`src/lsp_pkg.sv`:
```
`default_nettype none
// ----------------------------------------------------------------------------
// lsp_pkg
// Shared types, widths and constants of the laser scan to points block.
// ----------------------------------------------------------------------------
package lsp_pkg;

	localparam int RANGE_W      = 16;
	localparam int COORD_W      = 17;
	localparam int IDX_W        = 12;
	localparam int ANGLE_W      = 32;
	localparam int CORDIC_STEPS = 30;
	localparam int CORDIC_Q     = 30;
	localparam int CORDIC_W     = 34;
	localparam int STEP_W       = 4;
	localparam int STEP_PAIRS   = CORDIC_STEPS / 2;
	localparam int COORD_LIMIT  = 65535;

	localparam int MAX_SAMPLES_DEF = 4096;
	localparam int TRIG_FRAC_DEF   = 16;

	localparam logic [STEP_W-1:0]  STEP_LAST   = STEP_W'(STEP_PAIRS - 1);
	localparam logic [ANGLE_W-1:0] EIGHTH_TURN = 32'h2000_0000;
	localparam logic [31:0]        CORDIC_GAIN = 32'h26DD_3B6A;

	typedef struct packed {
		logic [RANGE_W-1:0]        gate_lo;
		logic [RANGE_W-1:0]        gate_hi;
		logic [ANGLE_W-1:0]        angle_start;
		logic [ANGLE_W-1:0]        angle_step;
		logic signed [COORD_W-1:0] x_min;
		logic signed [COORD_W-1:0] x_max;
		logic signed [COORD_W-1:0] y_min;
		logic signed [COORD_W-1:0] y_max;
	} lsp_cfg_t;

	typedef struct packed {
		logic              load;
		logic              angle;
		logic              setup;
		logic              iter;
		logic              trig;
		logic              mulx;
		logic              muly;
		logic              saty;
		logic              finish;
		logic [STEP_W-1:0] step;
	} lsp_cmd_t;

	typedef struct packed {
		logic out_free;
	} lsp_sts_t;

	function automatic logic [CORDIC_W-1:0] atan_turn(input logic [4:0] i);
		logic [31:0] a;
		unique case (i)
			5'd0:  a = 32'h20000000;
			5'd1:  a = 32'h12E4051D;
			5'd2:  a = 32'h09FB385B;
			5'd3:  a = 32'h051111D4;
			5'd4:  a = 32'h028B0D43;
			5'd5:  a = 32'h0145D7E1;
			5'd6:  a = 32'h00A2F61E;
			5'd7:  a = 32'h00517C55;
			5'd8:  a = 32'h0028BE53;
			5'd9:  a = 32'h00145F2E;
			5'd10: a = 32'h000A2F98;
			5'd11: a = 32'h000517CC;
			5'd12: a = 32'h00028BE6;
			5'd13: a = 32'h000145F3;
			5'd14: a = 32'h0000A2F9;
			5'd15: a = 32'h0000517C;
			5'd16: a = 32'h000028BE;
			5'd17: a = 32'h0000145F;
			5'd18: a = 32'h00000A2F;
			5'd19: a = 32'h00000517;
			5'd20: a = 32'h0000028B;
			5'd21: a = 32'h00000145;
			5'd22: a = 32'h000000A2;
			5'd23: a = 32'h00000051;
			5'd24: a = 32'h00000028;
			5'd25: a = 32'h00000014;
			5'd26: a = 32'h0000000A;
			5'd27: a = 32'h00000005;
			5'd28: a = 32'h00000002;
			5'd29: a = 32'h00000001;
			default: a = 32'h0;
		endcase
		return CORDIC_W'(a);
	endfunction

endpackage
`default_nettype wire

```
`src/laser_scan_to_points_roi.sv`:
```
`default_nettype none
// ----------------------------------------------------------------------------
// laser_scan_to_points_roi
// Turns the range samples of a laser scan into Cartesian points and flags
// those that fall inside a rectangular workspace.
//
// Input channel: range_mm and last_sample with in_valid / in_stall. One beat
// per sample, in scan order; last_sample closes the scan and clears the
// sample counter. Output channel: kept, x_mm, y_mm, sample_index and
// end_of_scan with out_valid / out_stall, exactly one beat per input beat.
// The sample steps through the angle, setup, CORDIC, trig and scaling states,
// and the window check and output register are loaded in the done state; the
// CORDIC unit runs two of its 30 rotations per cycle. No new sample is taken
// before the current one is done, but the next sample is taken while a
// finished result still sits in the output register; a stalled result holds
// and the block waits only when a second result is ready to be written behind
// it. Reset clears the sample counter, the sequencer and the output valid,
// and loads the register defaults. Registers sit on the APB port at 4*index;
// the user must write them only while idle; the block does not enforce it.
// ----------------------------------------------------------------------------
module laser_scan_to_points_roi #(
	parameter int MAX_SAMPLES        = lsp_pkg::MAX_SAMPLES_DEF,
	parameter int TRIG_FRACTION_BITS = lsp_pkg::TRIG_FRAC_DEF
) (
	input  wire logic                            clk,
	input  wire logic                            arst_n,
	input  wire logic [lsp_pkg::RANGE_W-1:0]     range_mm,
	input  wire logic                            last_sample,
	input  wire logic                            in_valid,
	output logic                                 in_stall,
	output logic                                 kept,
	output logic signed [lsp_pkg::COORD_W-1:0]   x_mm,
	output logic signed [lsp_pkg::COORD_W-1:0]   y_mm,
	output logic [lsp_pkg::IDX_W-1:0]            sample_index,
	output logic                                 end_of_scan,
	output logic                                 out_valid,
	input  wire logic                            out_stall,
	input  wire logic                            psel,
	input  wire logic                            penable,
	input  wire logic                            pwrite,
	input  wire logic [4:0]                      paddr,
	input  wire logic [31:0]                     pwdata,
	output logic [31:0]                          prdata,
	output logic                                 pready
);
	import lsp_pkg::*;

	typedef enum logic [2:0] {
		REG_GATE_LO, REG_GATE_HI, REG_ANGLE_START, REG_ANGLE_STEP,
		REG_X_MIN, REG_X_MAX, REG_Y_MIN, REG_Y_MAX
	} reg_idx_t;

	lsp_cfg_t cfg_q;
	lsp_cmd_t cmd;
	lsp_sts_t sts;
	reg_idx_t reg_sel;
	logic     wr_en;

	assign reg_sel = reg_idx_t'(paddr[4:2]);
	assign wr_en   = psel && penable && pwrite;
	assign pready  = 1'b1;

	always_ff @(posedge clk or negedge arst_n) begin
		if (!arst_n) begin
			cfg_q.gate_lo     <= '0;
			cfg_q.gate_hi     <= 16'hFFFF;
			cfg_q.angle_start <= '0;
			cfg_q.angle_step  <= '0;
			cfg_q.x_min       <= 17'sd500;
			cfg_q.x_max       <= 17'sd1500;
			cfg_q.y_min       <= -17'sd500;
			cfg_q.y_max       <= 17'sd500;
		end else if (wr_en) begin
			unique case (reg_sel)
				REG_GATE_LO:     cfg_q.gate_lo     <= pwdata[RANGE_W-1:0];
				REG_GATE_HI:     cfg_q.gate_hi     <= pwdata[RANGE_W-1:0];
				REG_ANGLE_START: cfg_q.angle_start <= pwdata;
				REG_ANGLE_STEP:  cfg_q.angle_step  <= pwdata;
				REG_X_MIN:       cfg_q.x_min       <= pwdata[COORD_W-1:0];
				REG_X_MAX:       cfg_q.x_max       <= pwdata[COORD_W-1:0];
				REG_Y_MIN:       cfg_q.y_min       <= pwdata[COORD_W-1:0];
				REG_Y_MAX:       cfg_q.y_max       <= pwdata[COORD_W-1:0];
				default:         cfg_q.gate_lo     <= cfg_q.gate_lo;
			endcase
		end
	end

	always_comb begin
		unique case (reg_sel)
			REG_GATE_LO:     prdata = {16'b0, cfg_q.gate_lo};
			REG_GATE_HI:     prdata = {16'b0, cfg_q.gate_hi};
			REG_ANGLE_START: prdata = cfg_q.angle_start;
			REG_ANGLE_STEP:  prdata = cfg_q.angle_step;
			REG_X_MIN:       prdata = {{15{cfg_q.x_min[COORD_W-1]}}, cfg_q.x_min};
			REG_X_MAX:       prdata = {{15{cfg_q.x_max[COORD_W-1]}}, cfg_q.x_max};
			REG_Y_MIN:       prdata = {{15{cfg_q.y_min[COORD_W-1]}}, cfg_q.y_min};
			REG_Y_MAX:       prdata = {{15{cfg_q.y_max[COORD_W-1]}}, cfg_q.y_max};
			default:         prdata = '0;
		endcase
	end

	lsp_ctrl u_ctrl (
		.clk      (clk),
		.arst_n   (arst_n),
		.in_valid (in_valid),
		.in_stall (in_stall),
		.cmd      (cmd),
		.sts      (sts)
	);

	lsp_dp #(
		.MAX_SAMPLES        (MAX_SAMPLES),
		.TRIG_FRACTION_BITS (TRIG_FRACTION_BITS)
	) u_dp (
		.clk          (clk),
		.arst_n       (arst_n),
		.cmd          (cmd),
		.sts          (sts),
		.cfg          (cfg_q),
		.range_mm     (range_mm),
		.last_sample  (last_sample),
		.kept         (kept),
		.x_mm         (x_mm),
		.y_mm         (y_mm),
		.sample_index (sample_index),
		.end_of_scan  (end_of_scan),
		.out_valid    (out_valid),
		.out_stall    (out_stall)
	);

	a_busy_after_accept: assert property (@(posedge clk) disable iff (!arst_n)
		(in_valid && !in_stall) |=> in_stall)
		else $error("input taken while a sample is in flight");

	a_dropped_zero: assert property (@(posedge clk) disable iff (!arst_n)
		(out_valid && !kept) |-> (x_mm == '0 && y_mm == '0))
		else $error("dropped point carries nonzero coordinates");

	a_kept_in_window: assert property (@(posedge clk) disable iff (!arst_n)
		(out_valid && kept) |-> (x_mm > $signed(cfg_q.x_min) && x_mm < $signed(cfg_q.x_max)
			&& y_mm > $signed(cfg_q.y_min) && y_mm < $signed(cfg_q.y_max)))
		else $error("kept point lies outside the workspace");

endmodule
`default_nettype wire

```
`src/lsp_ctrl.sv`:
```
`default_nettype none
// ----------------------------------------------------------------------------
// lsp_ctrl
// Sequencer: walks one sample through angle, CORDIC, scaling and window steps.
// ----------------------------------------------------------------------------
module lsp_ctrl (
	input  wire logic              clk,
	input  wire logic              arst_n,
	input  wire logic              in_valid,
	output logic                   in_stall,
	output lsp_pkg::lsp_cmd_t      cmd,
	input  wire lsp_pkg::lsp_sts_t sts
);
	import lsp_pkg::*;

	typedef enum logic [3:0] {
		S_IDLE, S_ANGLE, S_SETUP, S_ITER, S_TRIG, S_MULX, S_MULY, S_SATY, S_DONE
	} state_t;

	state_t            state_q;
	logic [STEP_W-1:0] step_q;

	always_ff @(posedge clk or negedge arst_n) begin
		if (!arst_n) begin
			state_q <= S_IDLE;
			step_q  <= '0;
		end else begin
			unique case (state_q)
				S_IDLE: begin
					if (in_valid) state_q <= S_ANGLE;
				end
				S_ANGLE: state_q <= S_SETUP;
				S_SETUP: begin
					state_q <= S_ITER;
					step_q  <= '0;
				end
				S_ITER: begin
					if (step_q == STEP_LAST) state_q <= S_TRIG;
					step_q <= step_q + 1'b1;
				end
				S_TRIG: state_q <= S_MULX;
				S_MULX: state_q <= S_MULY;
				S_MULY: state_q <= S_SATY;
				S_SATY: state_q <= S_DONE;
				S_DONE: begin
					if (sts.out_free) state_q <= S_IDLE;
				end
				default: state_q <= S_IDLE;
			endcase
		end
	end

	always_comb begin
		cmd      = '0;
		cmd.step = step_q;
		unique case (state_q)
			S_IDLE:  cmd.load   = in_valid;
			S_ANGLE: cmd.angle  = 1'b1;
			S_SETUP: cmd.setup  = 1'b1;
			S_ITER:  cmd.iter   = 1'b1;
			S_TRIG:  cmd.trig   = 1'b1;
			S_MULX:  cmd.mulx   = 1'b1;
			S_MULY:  cmd.muly   = 1'b1;
			S_SATY:  cmd.saty   = 1'b1;
			S_DONE:  cmd.finish = sts.out_free;
			default: cmd.load   = 1'b0;
		endcase
	end

	assign in_stall = (state_q != S_IDLE);

endmodule
`default_nettype wire

```
`src/lsp_dp.sv`:
```
`default_nettype none
// ----------------------------------------------------------------------------
// lsp_dp
// Datapath: sample counter, beam angle, two-step-per-cycle CORDIC, range
// scaling with rounding and saturation, workspace window and output register.
// ----------------------------------------------------------------------------
module lsp_dp #(
	parameter int MAX_SAMPLES        = lsp_pkg::MAX_SAMPLES_DEF,
	parameter int TRIG_FRACTION_BITS = lsp_pkg::TRIG_FRAC_DEF
) (
	input  wire logic                            clk,
	input  wire logic                            arst_n,
	input  wire lsp_pkg::lsp_cmd_t               cmd,
	output lsp_pkg::lsp_sts_t                    sts,
	input  wire lsp_pkg::lsp_cfg_t               cfg,
	input  wire logic [lsp_pkg::RANGE_W-1:0]     range_mm,
	input  wire logic                            last_sample,
	output logic                                 kept,
	output logic signed [lsp_pkg::COORD_W-1:0]   x_mm,
	output logic signed [lsp_pkg::COORD_W-1:0]   y_mm,
	output logic [lsp_pkg::IDX_W-1:0]            sample_index,
	output logic                                 end_of_scan,
	output logic                                 out_valid,
	input  wire logic                            out_stall
);
	import lsp_pkg::*;

	localparam int CNT_TOP_I = (MAX_SAMPLES - 1 < 4095) ? MAX_SAMPLES - 1 : 4095;
	localparam logic [IDX_W-1:0] CNT_TOP = IDX_W'(CNT_TOP_I);
	localparam int RS  = CORDIC_Q - TRIG_FRACTION_BITS;
	localparam int T_W = TRIG_FRACTION_BITS + 3;
	localparam int P_W = RANGE_W + 1 + T_W;
	localparam logic signed [CORDIC_W-1:0] TRIG_HALF = CORDIC_W'(1) << (RS - 1);
	localparam logic signed [P_W-1:0] MM_HALF = P_W'(1) << (TRIG_FRACTION_BITS - 1);
	localparam logic signed [P_W-1:0] LIM_P   = P_W'(COORD_LIMIT);
	localparam logic signed [P_W-1:0] LIM_N   = -LIM_P;

	function automatic logic signed [COORD_W-1:0] sat_mm(input logic signed [P_W-1:0] p);
		logic signed [P_W-1:0] s;
		logic signed [P_W-1:0] v;
		s = p + MM_HALF;
		v = s >>> TRIG_FRACTION_BITS;
		if (v > LIM_P) return COORD_W'(COORD_LIMIT);
		if (v < LIM_N) return -COORD_W'(COORD_LIMIT);
		return COORD_W'(v);
	endfunction

	logic [IDX_W-1:0]           cnt_q;
	logic [IDX_W-1:0]           idx_q;
	logic [RANGE_W-1:0]         range_q;
	logic                       last_q;
	logic [ANGLE_W-1:0]         angp_q;
	logic [1:0]                 quad_q;
	logic signed [CORDIC_W-1:0] cx_q, cy_q, cz_q;
	logic signed [T_W-1:0]      c_q, s_q;
	logic signed [P_W-1:0]      prod_q;
	logic signed [COORD_W-1:0]  xs_q, ys_q;
	logic                       kept_q, eos_q, out_valid_q;
	logic signed [COORD_W-1:0]  x_out_q, y_out_q;
	logic [IDX_W-1:0]           idx_out_q;

	logic [IDX_W+ANGLE_W-1:0]   angp_w;
	logic [ANGLE_W-1:0]         shifted_w;
	logic signed [CORDIC_W-1:0] z_init_w;
	logic [4:0]                 i0, i1;
	logic signed [CORDIC_W-1:0] x1, y1, z1, x2, y2, z2;
	logic signed [CORDIC_W-1:0] xsum_w, ysum_w, xr_full, yr_full;
	logic signed [T_W-1:0]      xr_w, yr_w, c_w, s_w;
	logic signed [P_W-1:0]      prod_w;
	logic                       gate_w, keep_w;

	assign angp_w    = idx_q * cfg.angle_step;
	assign shifted_w = cfg.angle_start + angp_q + EIGHTH_TURN;
	assign z_init_w  = $signed({4'b0, shifted_w[29:0]}) - $signed(CORDIC_W'(EIGHTH_TURN));

	always_comb begin
		i0 = {cmd.step, 1'b0};
		i1 = {cmd.step, 1'b1};
		if (!cz_q[CORDIC_W-1]) begin
			x1 = cx_q - (cy_q >>> i0);
			y1 = cy_q + (cx_q >>> i0);
			z1 = cz_q - $signed(atan_turn(i0));
		end else begin
			x1 = cx_q + (cy_q >>> i0);
			y1 = cy_q - (cx_q >>> i0);
			z1 = cz_q + $signed(atan_turn(i0));
		end
		if (!z1[CORDIC_W-1]) begin
			x2 = x1 - (y1 >>> i1);
			y2 = y1 + (x1 >>> i1);
			z2 = z1 - $signed(atan_turn(i1));
		end else begin
			x2 = x1 + (y1 >>> i1);
			y2 = y1 - (x1 >>> i1);
			z2 = z1 + $signed(atan_turn(i1));
		end
	end

	always_comb begin
		xsum_w  = cx_q + TRIG_HALF;
		ysum_w  = cy_q + TRIG_HALF;
		xr_full = xsum_w >>> RS;
		yr_full = ysum_w >>> RS;
		xr_w    = T_W'(xr_full);
		yr_w    = T_W'(yr_full);
		case (quad_q)
			2'd0: begin c_w = xr_w;  s_w = yr_w;  end
			2'd1: begin c_w = -yr_w; s_w = xr_w;  end
			2'd2: begin c_w = -xr_w; s_w = -yr_w; end
			default: begin c_w = yr_w; s_w = -xr_w; end
		endcase
	end

	assign prod_w = $signed({1'b0, range_q}) * (cmd.mulx ? c_q : s_q);

	assign gate_w = (range_q >= cfg.gate_lo) && (range_q <= cfg.gate_hi);
	assign keep_w = gate_w
		&& (xs_q > $signed(cfg.x_min)) && (xs_q < $signed(cfg.x_max))
		&& (ys_q > $signed(cfg.y_min)) && (ys_q < $signed(cfg.y_max));

	always_ff @(posedge clk or negedge arst_n) begin
		if (!arst_n) begin
			cnt_q       <= '0;
			out_valid_q <= 1'b0;
		end else begin
			if (cmd.load) begin
				if (last_sample) cnt_q <= '0;
				else if (cnt_q < CNT_TOP) cnt_q <= cnt_q + 1'b1;
			end
			if (cmd.finish) out_valid_q <= 1'b1;
			else if (!out_stall) out_valid_q <= 1'b0;
		end
	end

	always_ff @(posedge clk) begin
		if (cmd.load) begin
			idx_q   <= cnt_q;
			range_q <= range_mm;
			last_q  <= last_sample;
		end
		if (cmd.angle) angp_q <= angp_w[ANGLE_W-1:0];
		if (cmd.setup) begin
			quad_q <= shifted_w[31:30];
			cx_q   <= $signed(CORDIC_W'(CORDIC_GAIN));
			cy_q   <= '0;
			cz_q   <= z_init_w;
		end
		if (cmd.iter) begin
			cx_q <= x2;
			cy_q <= y2;
			cz_q <= z2;
		end
		if (cmd.trig) begin
			c_q <= c_w;
			s_q <= s_w;
		end
		if (cmd.mulx || cmd.muly) prod_q <= prod_w;
		if (cmd.muly) xs_q <= sat_mm(prod_q);
		if (cmd.saty) ys_q <= sat_mm(prod_q);
		if (cmd.finish) begin
			kept_q    <= keep_w;
			x_out_q   <= keep_w ? xs_q : '0;
			y_out_q   <= keep_w ? ys_q : '0;
			idx_out_q <= idx_q;
			eos_q     <= last_q;
		end
	end

	assign sts.out_free = !out_valid_q || !out_stall;
	assign kept         = kept_q;
	assign x_mm         = x_out_q;
	assign y_mm         = y_out_q;
	assign sample_index = idx_out_q;
	assign end_of_scan  = eos_q;
	assign out_valid    = out_valid_q;

endmodule
`default_nettype wire

```
`config.mk`:
```
export PLATFORM = sky130hd
export DESIGN_NAME = laser_scan_to_points_roi
export DESIGN_NICKNAME = d
export VERILOG_FILES = /design/src/lsp_pkg.sv /design/src/laser_scan_to_points_roi.sv /design/src/lsp_ctrl.sv /design/src/lsp_dp.sv
export SDC_FILE = /design/constraint.sdc
export NUM_CORES = 2
export LEC_CHECK = 0
export BUFFER_PORTS_ARGS = -buffer_cell sky130_fd_sc_hd__buf_4
export CAP_MARGIN = 20
export CORE_MARGIN = 4
export CORE_UTILIZATION = 35
export DETAILED_ROUTE_END_ITERATION = 6
export PLACE_DENSITY = 0.52
export SKIP_LAST_GASP = 1
export SLEW_MARGIN = 20
export SYNTH_ARGS = -nofsm -noshare
export SYNTH_HDL_FRONTEND = slang
export SYNTH_SLANG_ARGS = --single-unit
```
`constraint.sdc`:
```
create_clock -name clk -period 12.92 [get_ports clk]
set_input_delay 2.584 -clock clk [delete_from_list [all_inputs] [get_ports clk]]
set_output_delay 2.584 -clock clk [all_outputs]
set_load 0.005 [all_outputs]
```
==> flow_summary.json <==
{
  "hold_viol": 0,
  "io_pins": 144,
  "path_clk_slew_ns": 0.06,
  "num-fill-cells": 19380,
  "crit_fanout": 38,
  "finalClockSkew_ns": 0.04056,
  "drive_gt1_share_pct": 11.12,
  "dr.pass1.iters": 7,
  "slew-limit-headroom_pct": 23.47,
  "wl_per_cell_um": 23.27,
  "grt_pass1_wl_um": 361400,
  "num-nets-final": 8866,
  "drc": 0,
  "netlist_area_sq_um": 67700,
  "endpoint_kind": "register",
  "syn2layout_area_growth_pct": 9.848,
  "cts_made_buffers": 60,
  "rows": 161,
  "place.gp.congestion": 0.9677,
  "fmax_mhz": 82.03,
  "syn_inst": 7712,
  "vias": 58390,
  "yosysSeqAreaShare_pct": 20.50,
  "grt_max_degree": 97,
  "fp.coreArea_sq_um": 192400,
  "clk_latency_ns": 0.69,
  "ant_nets": 0,
  "crit_type": "register to register",
  "async_flop_share_pct": 37.68,
  "grt_pass1_vias": 58100,
  "dpl.cell_count": 10200,
  "setup_viol": 0,
  "grt.total_usage_pct": 23.49,
  "clock-sinks": 491,
  "multi_input_area_sq_um": 49360,
  "seq_area_sq_um": 13890,
  "cp_num_buf_inv": 5,
  "viasPerCell": 5.659,
  "synth_ff_type": "edfxtp_1",
  "io_buffers": 140,
  "antenna_found_initial": 11,
  "finalMaxSlewViolations": 0,
  "maxCapViolCount": 0,
  "start_util_pct": 35.19,
  "rsz0062_at_grt": "no",
  "syn-mean-instance-area_sq_um": 8.778,
  "synth_cell_types": 104,
  "status": "completed",
  "cpMostUsedCell": "a21oi_1",
  "cts_buffer_depth": 3,
  "fin_cells": 10320,
  "syn_nets": 8841,
  "period_share_pct": 94.35,
  "setup_tns_ns": 0,
  "die_x_um": 447.8,
  "max_stage_delay_ns": 0.82,
  "htree_levels": 2,
  "clk_root_buffer_cell": "clkbuf_16",
  "yosys_register_bits": 491,
  "slowest_stage": "dfrtp_4",
  "synth_edf_count": 306,
  "die_h_um": 447.8,
  "worst_ep_arrival_time_ns": 12.58,
  "grt_overflow": 0,
  "drt-total-wl_um": 240100,
  "cts_tree": "done",
  "dp_hpwl_um": 186100,
  "dieArea_sq_um": 200500,
  "min_period_ns": 12.19,
  "drtIter0Drc": 4573,
  "cp-start-kind": "register",
  "worstMarginPinSlew_ns": 1.148,
  "hp-class": "register to register",
  "yosysWarningCount": 0,
  "crit_family": "compound AO/OA/AOI/OAI gates",
  "worstPathRequired_ns": 13.31
}
cells in the mapped netlist, types with 22 or more instances:
cell	count	area [sq um]
xnor2_1	273	2391
a21oi_1	410	2052
nand2b_1	75	469.2
nor2_1	553	2076
ha_1	517	6469
or2_2	30	187.7
nand3_1	151	755.7
or3_1	60	375.4
nor2b_1	52	325.3
nor3_1	154	770.7
dfstp_2	45	1182
a211oi_1	76	570.6
o21a_1	75	563.0
o31ai_1	39	292.8
a221oi_1	30	262.8
mux4_2	102	2297
a21o_1	147	1104
and2_1	272	1702
nor3b_1	43	322.8
edfxtp_1	306	9189
inv_1	779	2924
mux2i_1	115	1151
buf_1	54	202.7
clkbuf_1	302	1134
buf_2	31	155.2
o21ai_0	411	2057
o211ai_1	48	360.4
o22ai_1	23	143.9
o21bai_1	24	180.2
nand2_1	893	3352
fa_1	551	11030
a211o_1	23	201.4
o221ai_1	24	210.2
mux2_2	151	1700
and3_1	80	500.5
dfrtp_1	140	3503
a31oi_1	59	369.1
a221o_1	22	220.2
nor4_1	27	168.9
nand4_1	53	331.6
xor2_1	180	1577
cell type report:
class	count	area share [%]
flip-flops and latches	491	18.68
diodes	6	0.02019
clock inverters	40	0.6966
well taps	2526	4.250
clock buffers	72	2.164
inverters	783	3.961
multi-input cells	6034	66.38
repair buffers	367	3.850
worst reg2reg max path, delay by kind of cell (launching register included):
| kind | cells | cell delay, ns |
|---|---|---|
| flops | 1 | 0.82 |
| compound gates | 21 | 6.04 |
| buf+inv | 5 | 0.73 |
| simple gates | 10 | 2.51 |
| fa+ha+maj | 3 | 1.18 |
| xor+xnor | 4 | 0.65 |
path summary, 6_finish.rpt:
kind	from	end	slack, ns	cells past startpoint
min in group asynchronous	arst_n	u_dp.out_valid$_DFFE_PN0P_	1.90	1
max reg2reg	u_ctrl.step_q[2]$_DFFE_PN0P_	u_dp.cy_q[33]$_SDFFCE_PN0P_	0.73	43
min	u_dp.last_q$_DFFE_PP_	u_dp.end_of_scan$_DFFE_PP_	0.44	0
max in group asynchronous	arst_n	u_ctrl.step_q[1]$_DFFE_PN0P_	9.65	2
min reg2reg	u_dp.last_q$_DFFE_PP_	u_dp.end_of_scan$_DFFE_PP_	0.44	0
max	u_ctrl.step_q[2]$_DFFE_PN0P_	u_dp.cy_q[33]$_SDFFCE_PN0P_	0.73	43
repair_timing:
action,4_1_cts,5_1_grt
endpoints found under the setup margin,0,4
resized for setup,0,4
hold buffers,0,0
buffers inserted,0,2
per-stage QoR:
step | cell area, sq um | util (%) | setup WS [ns] | hold WS, ns
after floorplan | 67700 | - | 1.439 | 0.4003
after global placement | 72110 | 37.48 | 0.9093 | 0.4005
after detailed placement | 72150 | 37.50 | 0.7970 | 0.4181
after CTS | 74270 | 38.61 | 0.7122 | 0.4363
after global routing | 74350 | 38.65 | 0.09789 | 0.4374
final | 74360 | 38.65 | 0.7299 | 0.4404
state kept, by name, indices dropped and copies added, names as in the netlist, 4 cells and up:
register           cells
u_dp.cz_q             34
u_dp.y_mm             17
u_ctrl.state_q         4
u_dp.x_mm             17
u_dp.ys_q             17
u_dp.cnt_q            12
u_dp.range_q          16
u_dp.angp_q           32
u_dp.s_q              19
u_dp.cx_q             34
u_dp.sample_index     12
u_dp.idx_q            12
u_dp.xs_q             17
u_dp.c_q              19
cfg_q                164
u_dp.cy_q             34
u_ctrl.step_q          4
u_dp.prod_q           21
placed cells by master (no fill, tap or decap), drive strengths merged, types with 54 or more instances in the layout:
cell,synthesis,layout
xor2,180,180
or3,60,60
and3,80,80
ha,517,517
fa,551,551
buf,99,366
nor2,554,554
o21ai,415,415
o21a,75,75
clkbuf,305,73
xnor2,274,274
mux2i,115,115
a211oi,76,76
nor3,156,156
a21oi,410,410
and2,272,272
nand2,893,893
a31oi,59,59
dfrtp,140,140
nand4,54,54
edfxtp,306,306
mux2,152,152
inv,781,784
mux4,102,102
nand2b,75,75
a21o,147,147
nand3,151,151
routing by layer:
metal	up-vias	track usage [%]	wire length, um
li1	26830	-	-
met1	29100	31.05	102400
met2	1988	39.05	112400
met3	471	3.196	14950
met4	4	8.934	10410
met5	-	0	24
cells by family after synthesis:
family / synth area share (%)
buffers and inverters: 6.761
adders and majority gates: 25.85
AOI/OAI and AO/OA: 15.87
DFF: 20.50
other: 0.005539
xor gates and xnor gates: 5.955
muxes: 7.622
and+or+nand+nor: 17.44
Power is left out: the tool's default activity adds up to more than one toggle a clock period on the data nets, which glitch-free logic cannot reach.
